===== config.mk =====
export PLATFORM = sky130hd
export DESIGN_NAME = feistel_gf_multiply_cipher_unit_flat
export DESIGN_NICKNAME = d
export VERILOG_FILES = /design/src/fgmc_pkg.sv /design/src/fgmc_ifs.sv /design/src/fgmc_round.sv /design/src/feistel_gf_multiply_cipher_unit.sv /design/src/flat_wrapper.sv
export VERILOG_INCLUDE_DIRS = /design/src /design/src/src
export SDC_FILE = /design/constraint.sdc
export NUM_CORES = 1
export LEC_CHECK = 0
export BUFFER_PORTS_ARGS = -buffer_cell sky130_fd_sc_hd__buf_2
export CORE_UTILIZATION = 51
export DETAILED_ROUTE_END_ITERATION = 10
export GPL_TIMING_DRIVEN = 0
export PLACE_DENSITY = 0.68
export SYNTH_ARGS = -nofsm -noshare
export SYNTH_HDL_FRONTEND = slang
export SYNTH_HIERARCHICAL = 1
export SYNTH_SLANG_ARGS = --single-unit

===== constraint.sdc =====
create_clock -name clk -period 5.2 [get_ports clk]
set_input_delay 0 -clock clk [delete_from_list [all_inputs] [get_ports clk]]
set_output_delay 0 -clock clk [all_outputs]
set_load 0.005 [all_outputs]

===== src/feistel_gf_multiply_cipher_unit_defines.svh =====
// ----------------------------------------------------------------------------
// Assertion macros for the Feistel GF-multiply cipher unit
// Same-cycle-implication and next-cycle-implication forms; empty under synthesis.
// ----------------------------------------------------------------------------
`ifndef FEISTEL_GF_MULTIPLY_CIPHER_UNIT_DEFINES_SVH
`define FEISTEL_GF_MULTIPLY_CIPHER_UNIT_DEFINES_SVH

`ifndef SYNTHESIS
// same-cycle implication
`define FGMC_ASSERT_IMP(label, clk, rst_n, ante, cons) \
	label: assert property (@(posedge clk) disable iff (!rst_n) (ante) |-> (cons)) \
		else $error("fgmc: same-cycle check failed");
// next-cycle implication
`define FGMC_ASSERT_NXT(label, clk, rst_n, ante, cons) \
	label: assert property (@(posedge clk) disable iff (!rst_n) (ante) |=> (cons)) \
		else $error("fgmc: next-cycle check failed");
`else
`define FGMC_ASSERT_IMP(label, clk, rst_n, ante, cons)
`define FGMC_ASSERT_NXT(label, clk, rst_n, ante, cons)
`endif

`endif


===== src/fgmc_pkg.sv =====
// ----------------------------------------------------------------------------
// fgmc_pkg
// Types, constants and GF(2) helpers shared by the cipher unit.
// ----------------------------------------------------------------------------
package fgmc_pkg;

	localparam int MAX_ROUNDS = 8;
	localparam int RIDX_W     = 3;          // bits to name a round
	localparam int NR_W       = 4;          // bits to hold a round count
	localparam int HALF_W     = 8;
	localparam int KEYS_W     = MAX_ROUNDS * HALF_W;
	localparam int CIDX_W     = 2;

	localparam logic [NR_W-1:0] MAX_ROUNDS_N = NR_W'(MAX_ROUNDS);

	// reduction polynomials
	localparam logic [4:0] MOD_NARROW = 5'h13;
	localparam logic [8:0] MOD_WIDE   = 9'h11B;

	// configuration register indices
	localparam logic [CIDX_W-1:0] REG_ROUND_KEYS = 2'd0;
	localparam logic [CIDX_W-1:0] REG_NUM_ROUNDS = 2'd1;
	localparam logic [CIDX_W-1:0] REG_BLOCK_MODE = 2'd2;

	typedef struct packed {
		logic [KEYS_W-1:0] round_keys;
		logic [NR_W-1:0]   n_rounds;   // already saturated
		logic              wide;       // 8-bit halves
	} cfg_t;

	typedef struct packed {
		logic              dec;
		logic              wide;
		logic [HALF_W-1:0] left;
		logic [HALF_W-1:0] right;
	} blk_t;

	// round count as stored: values above the maximum saturate
	function automatic logic [NR_W-1:0] sat_rounds(logic [NR_W-1:0] n);
		return (n > MAX_ROUNDS_N) ? MAX_ROUNDS_N : n;
	endfunction

	// carry-less product of two bytes
	function automatic logic [14:0] clmul8(logic [7:0] a, logic [7:0] b);
		logic [14:0] p;
		p = '0;
		for (int k = 0; k < 8; k++) begin
			if (b[k])
				p = p ^ (15'(a) << k);
		end
		return p;
	endfunction

	// reduce a product modulo 0x11B (wide) or 0x13 (narrow half in low nibble)
	function automatic logic [7:0] gf_reduce(logic [14:0] p, logic wide);
		logic [14:0] w;
		logic [10:0] nw;
		w  = p;
		nw = p[10:0];
		for (int b = 14; b >= 8; b--) begin
			if (w[b])
				w = w ^ (15'(MOD_WIDE) << (b - 8));
		end
		for (int b = 10; b >= 4; b--) begin
			if (nw[b])
				nw = nw ^ (11'(MOD_NARROW) << (b - 4));
		end
		return wide ? w[7:0] : {4'b0000, nw[3:0]};
	endfunction

endpackage


===== src/fgmc_ifs.sv =====
// ----------------------------------------------------------------------------
// fgmc channel interfaces
// Request, result and configuration-write channels with valid/ready.
// ----------------------------------------------------------------------------
interface fgmc_req_if;
	logic       valid;
	logic       ready;
	logic       req_type;
	logic [7:0] left_half;
	logic [7:0] right_half;

	modport source (output valid, req_type, left_half, right_half, input ready);
	modport sink   (input valid, req_type, left_half, right_half, output ready);
endinterface

interface fgmc_res_if;
	logic       valid;
	logic       ready;
	logic [7:0] out_first;
	logic [7:0] out_second;

	modport source (output valid, out_first, out_second, input ready);
	modport sink   (input valid, out_first, out_second, output ready);
endinterface

interface fgmc_cfg_if;
	logic        valid;
	logic        ready;
	logic [1:0]  index;
	logic [63:0] data;

	modport source (output valid, index, data, input ready);
	modport sink   (input valid, index, data, output ready);
endinterface


===== src/fgmc_round.sv =====
// ----------------------------------------------------------------------------
// fgmc_round
// One Feistel round as one pipeline stage, with its own valid bit and
// ready chaining so a held stage lets bubbles upstream fill in.
// ----------------------------------------------------------------------------
module fgmc_round (
	input  logic                          clk,
	input  logic                          arst_n,
	input  fgmc_pkg::cfg_t                cfg,
	input  logic [fgmc_pkg::RIDX_W-1:0]   round_idx,
	input  logic                          up_valid,
	output logic                          up_ready,
	input  fgmc_pkg::blk_t                up_blk,
	output logic                          dn_valid,
	input  logic                          dn_ready,
	output fgmc_pkg::blk_t                dn_blk
);
	import fgmc_pkg::*;

	logic                valid_q;
	blk_t                blk_q;
	blk_t                blk_nxt;
	logic                active;
	logic [RIDX_W-1:0]   key_idx;
	logic [HALF_W-1:0]   key;
	logic [HALF_W-1:0]   f;

	// round applies only below the configured count
	assign active = {1'b0, round_idx} < cfg.n_rounds;

	// decryption walks the key schedule backwards
	assign key_idx = up_blk.dec ? RIDX_W'(cfg.n_rounds - NR_W'(1) - {1'b0, round_idx})
	                            : round_idx;
	assign key     = cfg.round_keys[key_idx*HALF_W +: HALF_W];

	// round function: carry-less multiply then field reduction
	assign f = gf_reduce(clmul8(up_blk.right, key), up_blk.wide);

	always_comb begin
		blk_nxt = up_blk;
		if (active) begin
			blk_nxt.left  = up_blk.right;
			blk_nxt.right = up_blk.left ^ f;
		end
	end

	assign up_ready = !valid_q || dn_ready;

	// stage valid
	always_ff @(posedge clk or negedge arst_n) begin
		if (!arst_n) begin
			valid_q <= 1'b0;
		end else if (up_ready) begin
			valid_q <= up_valid;
		end
	end

	// stage payload
	always_ff @(posedge clk) begin
		if (up_ready && up_valid) begin
			blk_q <= blk_nxt;
		end
	end

	assign dn_valid = valid_q;
	assign dn_blk   = blk_q;

endmodule


===== src/feistel_gf_multiply_cipher_unit.sv =====
// ----------------------------------------------------------------------------
// feistel_gf_multiply_cipher_unit
// Feistel cipher with a GF(2^4)/GF(2^8) multiply round function, one
// pipeline stage per round.
//
//   channel  dir  payload                               word accepted on
//   req      in   req_type, left_half, right_half       valid && ready
//   res      out  out_first, out_second                 valid && ready
//   cfg      in   index (0 keys, 1 rounds, 2 mode), data valid && ready
//
// A word passes through every round stage on its way from request to result;
// stages beyond the round count pass the halves through unchanged.
// One word enters per cycle while the first stage can take it. The last round register is the result register.
// A held result stalls only the stages behind it that are full.
// Reset clears all stage valid bits and the configuration to zero.
// The configuration port is always ready.
// ----------------------------------------------------------------------------
`include "feistel_gf_multiply_cipher_unit_defines.svh"

module feistel_gf_multiply_cipher_unit (
	input logic        clk,
	input logic        arst_n,
	fgmc_req_if.sink   req,
	fgmc_res_if.source res,
	fgmc_cfg_if.sink   cfg
);
	import fgmc_pkg::*;

	cfg_t cfg_q;
	logic stg_valid [0:MAX_ROUNDS];
	logic stg_ready [0:MAX_ROUNDS];
	blk_t stg_blk   [0:MAX_ROUNDS];

	// configuration registers
	assign cfg.ready = 1'b1;

	always_ff @(posedge clk or negedge arst_n) begin
		if (!arst_n) begin
			cfg_q <= '0;
		end else if (cfg.valid && cfg.ready) begin
			unique case (cfg.index)
				REG_ROUND_KEYS: cfg_q.round_keys <= cfg.data;
				REG_NUM_ROUNDS: cfg_q.n_rounds   <= sat_rounds(cfg.data[NR_W-1:0]);
				REG_BLOCK_MODE: cfg_q.wide       <= cfg.data[0];
				default: ;
			endcase
		end
	end

	// entry: mask halves to the mode width
	always_comb begin
		stg_valid[0]      = req.valid;
		stg_blk[0].dec    = req.req_type;
		stg_blk[0].wide   = cfg_q.wide;
		stg_blk[0].left   = cfg_q.wide ? req.left_half  : {4'b0000, req.left_half[3:0]};
		stg_blk[0].right  = cfg_q.wide ? req.right_half : {4'b0000, req.right_half[3:0]};
	end
	assign req.ready = stg_ready[0];

	// round stages
	for (genvar g = 0; g < MAX_ROUNDS; g++) begin : g_round
		fgmc_round u_round (
			.clk       (clk),
			.arst_n    (arst_n),
			.cfg       (cfg_q),
			.round_idx (RIDX_W'(g)),
			.up_valid  (stg_valid[g]),
			.up_ready  (stg_ready[g]),
			.up_blk    (stg_blk[g]),
			.dn_valid  (stg_valid[g+1]),
			.dn_ready  (stg_ready[g+1]),
			.dn_blk    (stg_blk[g+1])
		);
	end

	// result: final right half first, then left
	assign res.valid             = stg_valid[MAX_ROUNDS];
	assign res.out_first         = stg_blk[MAX_ROUNDS].right;
	assign res.out_second        = stg_blk[MAX_ROUNDS].left;
	assign stg_ready[MAX_ROUNDS] = res.ready;

	// narrow-mode words never carry upper nibbles
	`FGMC_ASSERT_IMP(a_narrow_upper_zero, clk, arst_n, res.valid && !stg_blk[MAX_ROUNDS].wide, res.out_first[7:4] == 4'b0000 && res.out_second[7:4] == 4'b0000)
	// input only back-pressured when the first stage is occupied
	`FGMC_ASSERT_IMP(a_req_stall_full, clk, arst_n, !req.ready, stg_valid[1])
	// round count write is stored saturated
	`FGMC_ASSERT_NXT(a_rounds_sat, clk, arst_n, cfg.valid && cfg.ready && cfg.index == REG_NUM_ROUNDS, cfg_q.n_rounds == sat_rounds($past(cfg.data[NR_W-1:0])))

endmodule


===== src/flat_wrapper.sv =====
// flat-port wrapper written by rule: the top's interface ports become plain ports
module feistel_gf_multiply_cipher_unit_flat import fgmc_pkg::*;
  (clk, arst_n, req_valid, req_req_type, req_left_half, req_right_half, req_ready, res_valid, res_out_first, res_out_second, res_ready, cfg_valid, cfg_index, cfg_data, cfg_ready);
  fgmc_req_if req_i ();
  fgmc_res_if res_i ();
  fgmc_cfg_if cfg_i ();
  input logic clk;
  input logic arst_n;
  input wire logic [$bits(req_i.valid)-1:0] req_valid;
  input wire logic [$bits(req_i.req_type)-1:0] req_req_type;
  input wire logic [$bits(req_i.left_half)-1:0] req_left_half;
  input wire logic [$bits(req_i.right_half)-1:0] req_right_half;
  output wire logic [$bits(req_i.ready)-1:0] req_ready;
  output wire logic [$bits(res_i.valid)-1:0] res_valid;
  output wire logic [$bits(res_i.out_first)-1:0] res_out_first;
  output wire logic [$bits(res_i.out_second)-1:0] res_out_second;
  input wire logic [$bits(res_i.ready)-1:0] res_ready;
  input wire logic [$bits(cfg_i.valid)-1:0] cfg_valid;
  input wire logic [$bits(cfg_i.index)-1:0] cfg_index;
  input wire logic [$bits(cfg_i.data)-1:0] cfg_data;
  output wire logic [$bits(cfg_i.ready)-1:0] cfg_ready;
  assign req_i.valid = req_valid;
  assign req_i.req_type = req_req_type;
  assign req_i.left_half = req_left_half;
  assign req_i.right_half = req_right_half;
  assign req_ready = req_i.ready;
  assign res_valid = res_i.valid;
  assign res_out_first = res_i.out_first;
  assign res_out_second = res_i.out_second;
  assign res_i.ready = res_ready;
  assign cfg_i.valid = cfg_valid;
  assign cfg_i.index = cfg_index;
  assign cfg_i.data = cfg_data;
  assign cfg_ready = cfg_i.ready;
  feistel_gf_multiply_cipher_unit u_core (.clk(clk), .arst_n(arst_n), .req(req_i), .res(res_i), .cfg(cfg_i));
endmodule

==> results of run 1 <==
## timing repair
item | in CTS | in global routing
setup buffers | 0 | 23
setup endpoints to repair | 34 | 18
hold buffers | 89 | 0
gates resized for setup | 6 | 42
pin swaps | 0 | 7
hold endpoints to repair | 163 | 0
## worst register-to-register path: cells and delay by family, from the launching register on
family,cells,cell delay (ps)
DFF,1,600
and+or+nand+nor,2,590
AOI/OAI and AO/OA,4,1020
xor gates and xnor gates,5,1920
adders and majority gates,2,850
## state kept, by name, summed over array words and instances (netlist names)
name and flops:
u_core/g_round.u_round/dn_valid 8, u_core/g_round.u_round/dn_blk 142, u_core/cfg_q 69
## layout make-up
| type | instances | area share |
|---|---|---|
| inverters | 88 | 0.00955 |
| repair buffers | 214 | 0.0476 |
| diodes | 5 | 0.000362 |
| multi-input cells | 3038 | 0.670 |
| well taps | 773 | 0.0280 |
| flip-flops and latches | 219 | 0.179 |
| clock buffers | 40 | 0.0234 |
| plain buffers | 224 | 0.0376 |
| clock inverters | 14 | 0.00416 |
## per-layer routing
layer  global-route usage  wire length, um
met5                    0                0
met4                0.187             6410
met3               0.0650             9750
met2                0.527            46600
met1                0.452            44000
## cell usage in the layout, fill, tap and decap left out, types with 40 or more instances in the layout
cell           instances
mux2i_1               71
conb_1                78
xor2_1               134
o221ai_1             132
mux2_4                63
o21ai_0               87
o22ai_1               61
a221oi_2              40
edfxtp_1             142
a21oi_1              207
o21ai_1               71
clkbuf_1              95
nand2_1              677
dlygate4sd3_1         88
buf_4                 63
nor2_1               139
xnor2_1              311
dfrtp_1               74
xnor3_1              102
buf_2                163
a22o_1                50
nor2b_1              128
inv_1                 84
o22a_1                41
o211ai_1             134
## how the worst max path moves through the flow
| stage | start | end | cells after the start |
|---|---|---|---|
| 2_1_floorplan | u_core/cfg_q[2] | u_core/g_round[2].u_round/dn_blk[3] | 13 |
| 3_3_place_gp | u_core/cfg_q[2] | u_core/g_round[0].u_round/dn_blk[3] | 14 |
| 3_5_place_dp | u_core/cfg_q[1] | u_core/g_round[0].u_round/dn_blk[3] | 15 |
| 4_1_cts | u_core/cfg_q[1] | u_core/g_round[0].u_round/dn_blk[3] | 15 |
| 5_1_grt | u_core/cfg_q[1] | u_core/g_round[7].u_round/dn_blk[4] | 12 |
| 6_report | u_core/cfg_q[1] | u_core/g_round[6].u_round/dn_blk[4] | 13 |
## per-stage QoR
step | hold WS (ps) | cells | worst slack (ps)
6_report | 44.4 | 4615 | 30.9
5_1_grt | 25.5 | 4613 | -1.81
3_5_place_dp | -49.8 | 4444 | -391
2_1_floorplan | -296 | 3569 | 641
4_1_cts | 7.14 | 4587 | 21.5
3_3_place_gp | 232 | 4443 | -395
==> flow_metrics.env, run 1 <==
export IMPL_status="complete, but fails checks"
export IMPL_violations="DRC"
export IMPL_crit_buf_inv=0
export IMPL_drt_total_wl_um=107000
export IMPL_hold_path_depth=3
export IMPL_port_buffers=101
export IMPL_hp_class="in -> reg"
export IMPL_antenna_found_initial=3
export IMPL_cts_tree="yes"
export IMPL_cts_buffer_depth=3
export IMPL_end_kind="flip-flop"
export IMPL_slowest_stage="dfrtp_4"
export IMPL_fin_nets=3942
export IMPL_start_kind="flip-flop"
export IMPL_finalHoldViolations=0
export IMPL_fmax_mhz=193
export IMPL_place_area_mm2=0.0323
export IMPL_worst_path_max_fanout=15
export IMPL_worstPathArrival_ps=5600
export IMPL_coreArea_mm2=0.0590
export IMPL_gp_congestion=0.963
export IMPL_critPathTopFamily="XOR/XNOR gates"
export IMPL_ant_nets=0
export IMPL_dieHeight_um=247
export IMPL_ys_warn_count=6
export IMPL_dr_total_vias=29000
export IMPL_design_area_mm2=0.0346
export IMPL_numCtsBuffers=29
export IMPL_syn_inst=3493
export IMPL_dieArea_mm2=0.0608
export IMPL_min_to="u_core/cfg_q[1]"
export IMPL_clock_latency_ps=610
export IMPL_r2r_end="u_core/g_round[6].u_round/dn_blk[4]"
export IMPL_max_stage_delay_ps=600
export IMPL_clkTransAtPathRegs_ps=70
export IMPL_maxSlewViolCount=0
export IMPL_r2r_start="u_core/cfg_q[1]"
export IMPL_via_per_inst=6.29
export IMPL_io_pins=107
export IMPL_grt_pass1_wl_um=160000
export IMPL_regArea_mm2=0.00620
export IMPL_hold_start="cfg_index[0]"
export IMPL_syn_area_mm2=0.0305
export IMPL_rrSetupSlack_ps=30
export IMPL_finalCriticalPeriod_ps=5170
export IMPL_finalSetupTns_ps=0
export IMPL_path_cells="ha_1 > fa_1 > and2b_1 > a22o_1 > a211oi_2 > o221ai_1 > xnor3_1 > xnor3_2 > xnor3_1 > xnor3_1 > xnor3_1 > or3_1 > a31oi_1"
export IMPL_area_growth_pct=13.4
export IMPL_setup_violations=0
export IMPL_routedWlPerCell_um=23.1
export IMPL_avgSynthCellArea_um2=8.73
export IMPL_slew_headroom=0.224
export IMPL_overflow=0
export IMPL_drv_cap=0
export IMPL_dp_hpwl_um=74100
export IMPL_tightestPinTransition_ps=1160
export IMPL_cp_common_cell="xnor3_1"
export IMPL_start_util=0.517
export IMPL_grt_pass1_vias=26800
export IMPL_grt_start_max_net_pins=51
export IMPL_die_w_um=247
export IMPL_cts_htree_levels=1
export IMPL_placementRows=89
export IMPL_crit_required_ps=5630
export IMPL_min_period_over_period=0.994
export IMPL_crit_type="reg -> reg"
export IMPL_drt_pre_antenna_iters=11
export IMPL_post_route_cells_drive_above_1_share=0.148
export IMPL_grt_use_total=0.343
export IMPL_multiInputGateArea_mm2=0.0232
export IMPL_reg2reg_depth=13
export IMPL_drt_iter0_drc=3278
export IMPL_clock_skew_ps=34.7
export IMPL_fillers=5288
export IMPL_cts_sinks=219
export IMPL_cts_root_buffer="clkbuf_16"
export IMPL_route_detailed_drc=2
export IMPL_finish_utilization=0.586
Power of run 1 is left out: the tool's default activity adds up to more than one toggle a clock period on the data nets, which glitch-free logic cannot reach.
==> run 2, diff against run 1 <==
HOLD_SLACK_MARGIN = 0.15   (was not set)
==> flow_metrics.env, run 2 (synthesis results as in run 1) <==
export IMPL_overflow=0
export IMPL_route_detailed_drc=0
export IMPL_dp_hpwl_um=74100
export IMPL_use_met1=0.456
export IMPL_status="completed"
export IMPL_dieHeight_um=247
export IMPL_dieArea_mm2=0.0608
export IMPL_slew_headroom=0.218
export IMPL_finish_utilization=0.598
export IMPL_maxSlewViolCount=0
export IMPL_placementRows=89
export IMPL_io_pins=107
export IMPL_cts_htree_levels=1
export IMPL_numCtsBuffers=29
export IMPL_grt_busiest_layer="met2"
export IMPL_dr_total_vias=29700
export IMPL_port_buffers=101
export IMPL_use_met2=0.535
export IMPL_clock_latency_ps=620
export IMPL_worst_path_max_fanout=8
export IMPL_gp_congestion=0.963
export IMPL_crit_required_ps=5640
export IMPL_largest_register_ffs=142
export IMPL_layout_common_cells="677 x nand2_1, 311 x xnor2_1, 207 x a21oi_1, 165 x dlygate4sd3_1, 163 x buf_2"
export IMPL_start_kind="flip-flop"
export IMPL_coreArea_mm2=0.0590
export IMPL_area_growth_pct=15.6
export IMPL_dp_worst_setup_slack_ps=-391
export IMPL_fmax_mhz=196
export IMPL_drt_total_wl_um=109000
export IMPL_post_route_cells_drive_above_1_share=0.142
export IMPL_grt_start_max_net_pins=51
export IMPL_routedWlPerCell_um=23.3
export IMPL_clkTransAtPathRegs_ps=70
export IMPL_die_w_um=247
export IMPL_min_period_over_period=0.979
export IMPL_drt_iter0_drc=3409
export IMPL_antenna_found_initial=9
export IMPL_tightestPinTransition_ps=1170
export IMPL_start_util=0.517
export IMPL_cts_sinks=219
export IMPL_fin_nets=4013
export IMPL_cts_root_buffer="clkbuf_16"
export IMPL_grt_pass1_wl_um=164000
export IMPL_via_per_inst=6.34
export IMPL_hp_class="in -> reg"
export IMPL_drv_cap=0
export IMPL_cts_buffer_depth=3
export IMPL_setup_violations=0
export IMPL_grt_use_total=0.351
export IMPL_use_met3=0.0724
export IMPL_crit_type="reg -> reg"
export IMPL_grt_pass1_vias=27400
export IMPL_ant_nets=0
export IMPL_setup_ws_ps=109
export IMPL_worstPathArrival_ps=5530
export IMPL_end_kind="flip-flop"
export IMPL_cts_tree="yes"
export IMPL_finalHoldViolations=0
export IMPL_finalCriticalPeriod_ps=5090
export IMPL_clock_skew_ps=31.4
export IMPL_final_common_cell="nand2_1"
export IMPL_drt_pre_antenna_iters=8
==> run 2: cell type report <==
cell class / instances / area [um2]
Fill cell: 5174 / 23700
Multi-Input combinational cell: 3038 / 23100
Sequential cell: 219 / 6200
Timing Repair Buffer: 285 / 2360
Buffer: 224 / 1300
Tap cell: 773 / 967
Clock buffer: 40 / 808
Inverter: 88 / 330
Clock inverter: 14 / 144
Antenna cell: 7 / 17.5
==> run 2: final timing paths <==
check,from,end,slack [ps],depth (start not counted)
max,u_core/cfg_q[1],u_core/g_round[6].u_round/dn_blk[4],110,13
min,req_req_type,u_core/g_round[0].u_round/dn_blk[17],210,2
max reg2reg,u_core/cfg_q[1],u_core/g_round[6].u_round/dn_blk[4],110,13
min reg2reg,u_core/g_round[1].u_round/dn_valid,u_core/g_round[2].u_round/dn_valid,480,1
max in group asynchronous,arst_n,u_core/cfg_q[3],4390,4
min in group asynchronous,arst_n,u_core/cfg_q[9],490,4
==> run 2: worst max-delay path, cell delays in order, from the launching register on <==
cell and delay [ps]:
dfrtp_4 580, ha_1 250, fa_1 590, and2b_1 280, a22o_1 270, a211oi_2 320
o221ai_1 180, xnor3_1 460, xnor3_2 480, xnor3_1 450, xnor3_1 280, xnor3_1 240
or3_1 310, a31oi_1 220
==> run 2: per-stage QoR <==
| step | setup TNS (ps) | std cells | area [um2] | hold WS [ps] |
|---|---|---|---|---|
| 2_1_floorplan | 0 | 3569 | 30800 | -296 |
| 3_3_place_gp | -4120 | 4443 | 32300 | 232 |
| 3_5_place_dp | -4520 | 4444 | 32300 | -49.8 |
| 4_1_cts | 0 | 4664 | 34900 | 158 |
| 5_1_grt | -2.46 | 4683 | 35300 | 210 |
| 6_report | 0 | 4688 | 35300 | 206 |
==> run 2: what timing repair did <==
item | CTS | global route
setup buffers | 0 | 17
setup endpoints to repair | 34 | 20
pin swaps | 0 | 10
hold endpoints to repair | 167 | 0
hold buffers | 166 | 0
resized for setup | 6 | 34
==> run 2: per-layer routing <==
metal | up-vias | wire, um
met5 | - | 14
li1 | 13500 | -
met1 | 14000 | 43600
met2 | 1764 | 47200
met4 | 2 | 7440
met3 | 475 | 11000
Power of run 2 is left out for the same reason.
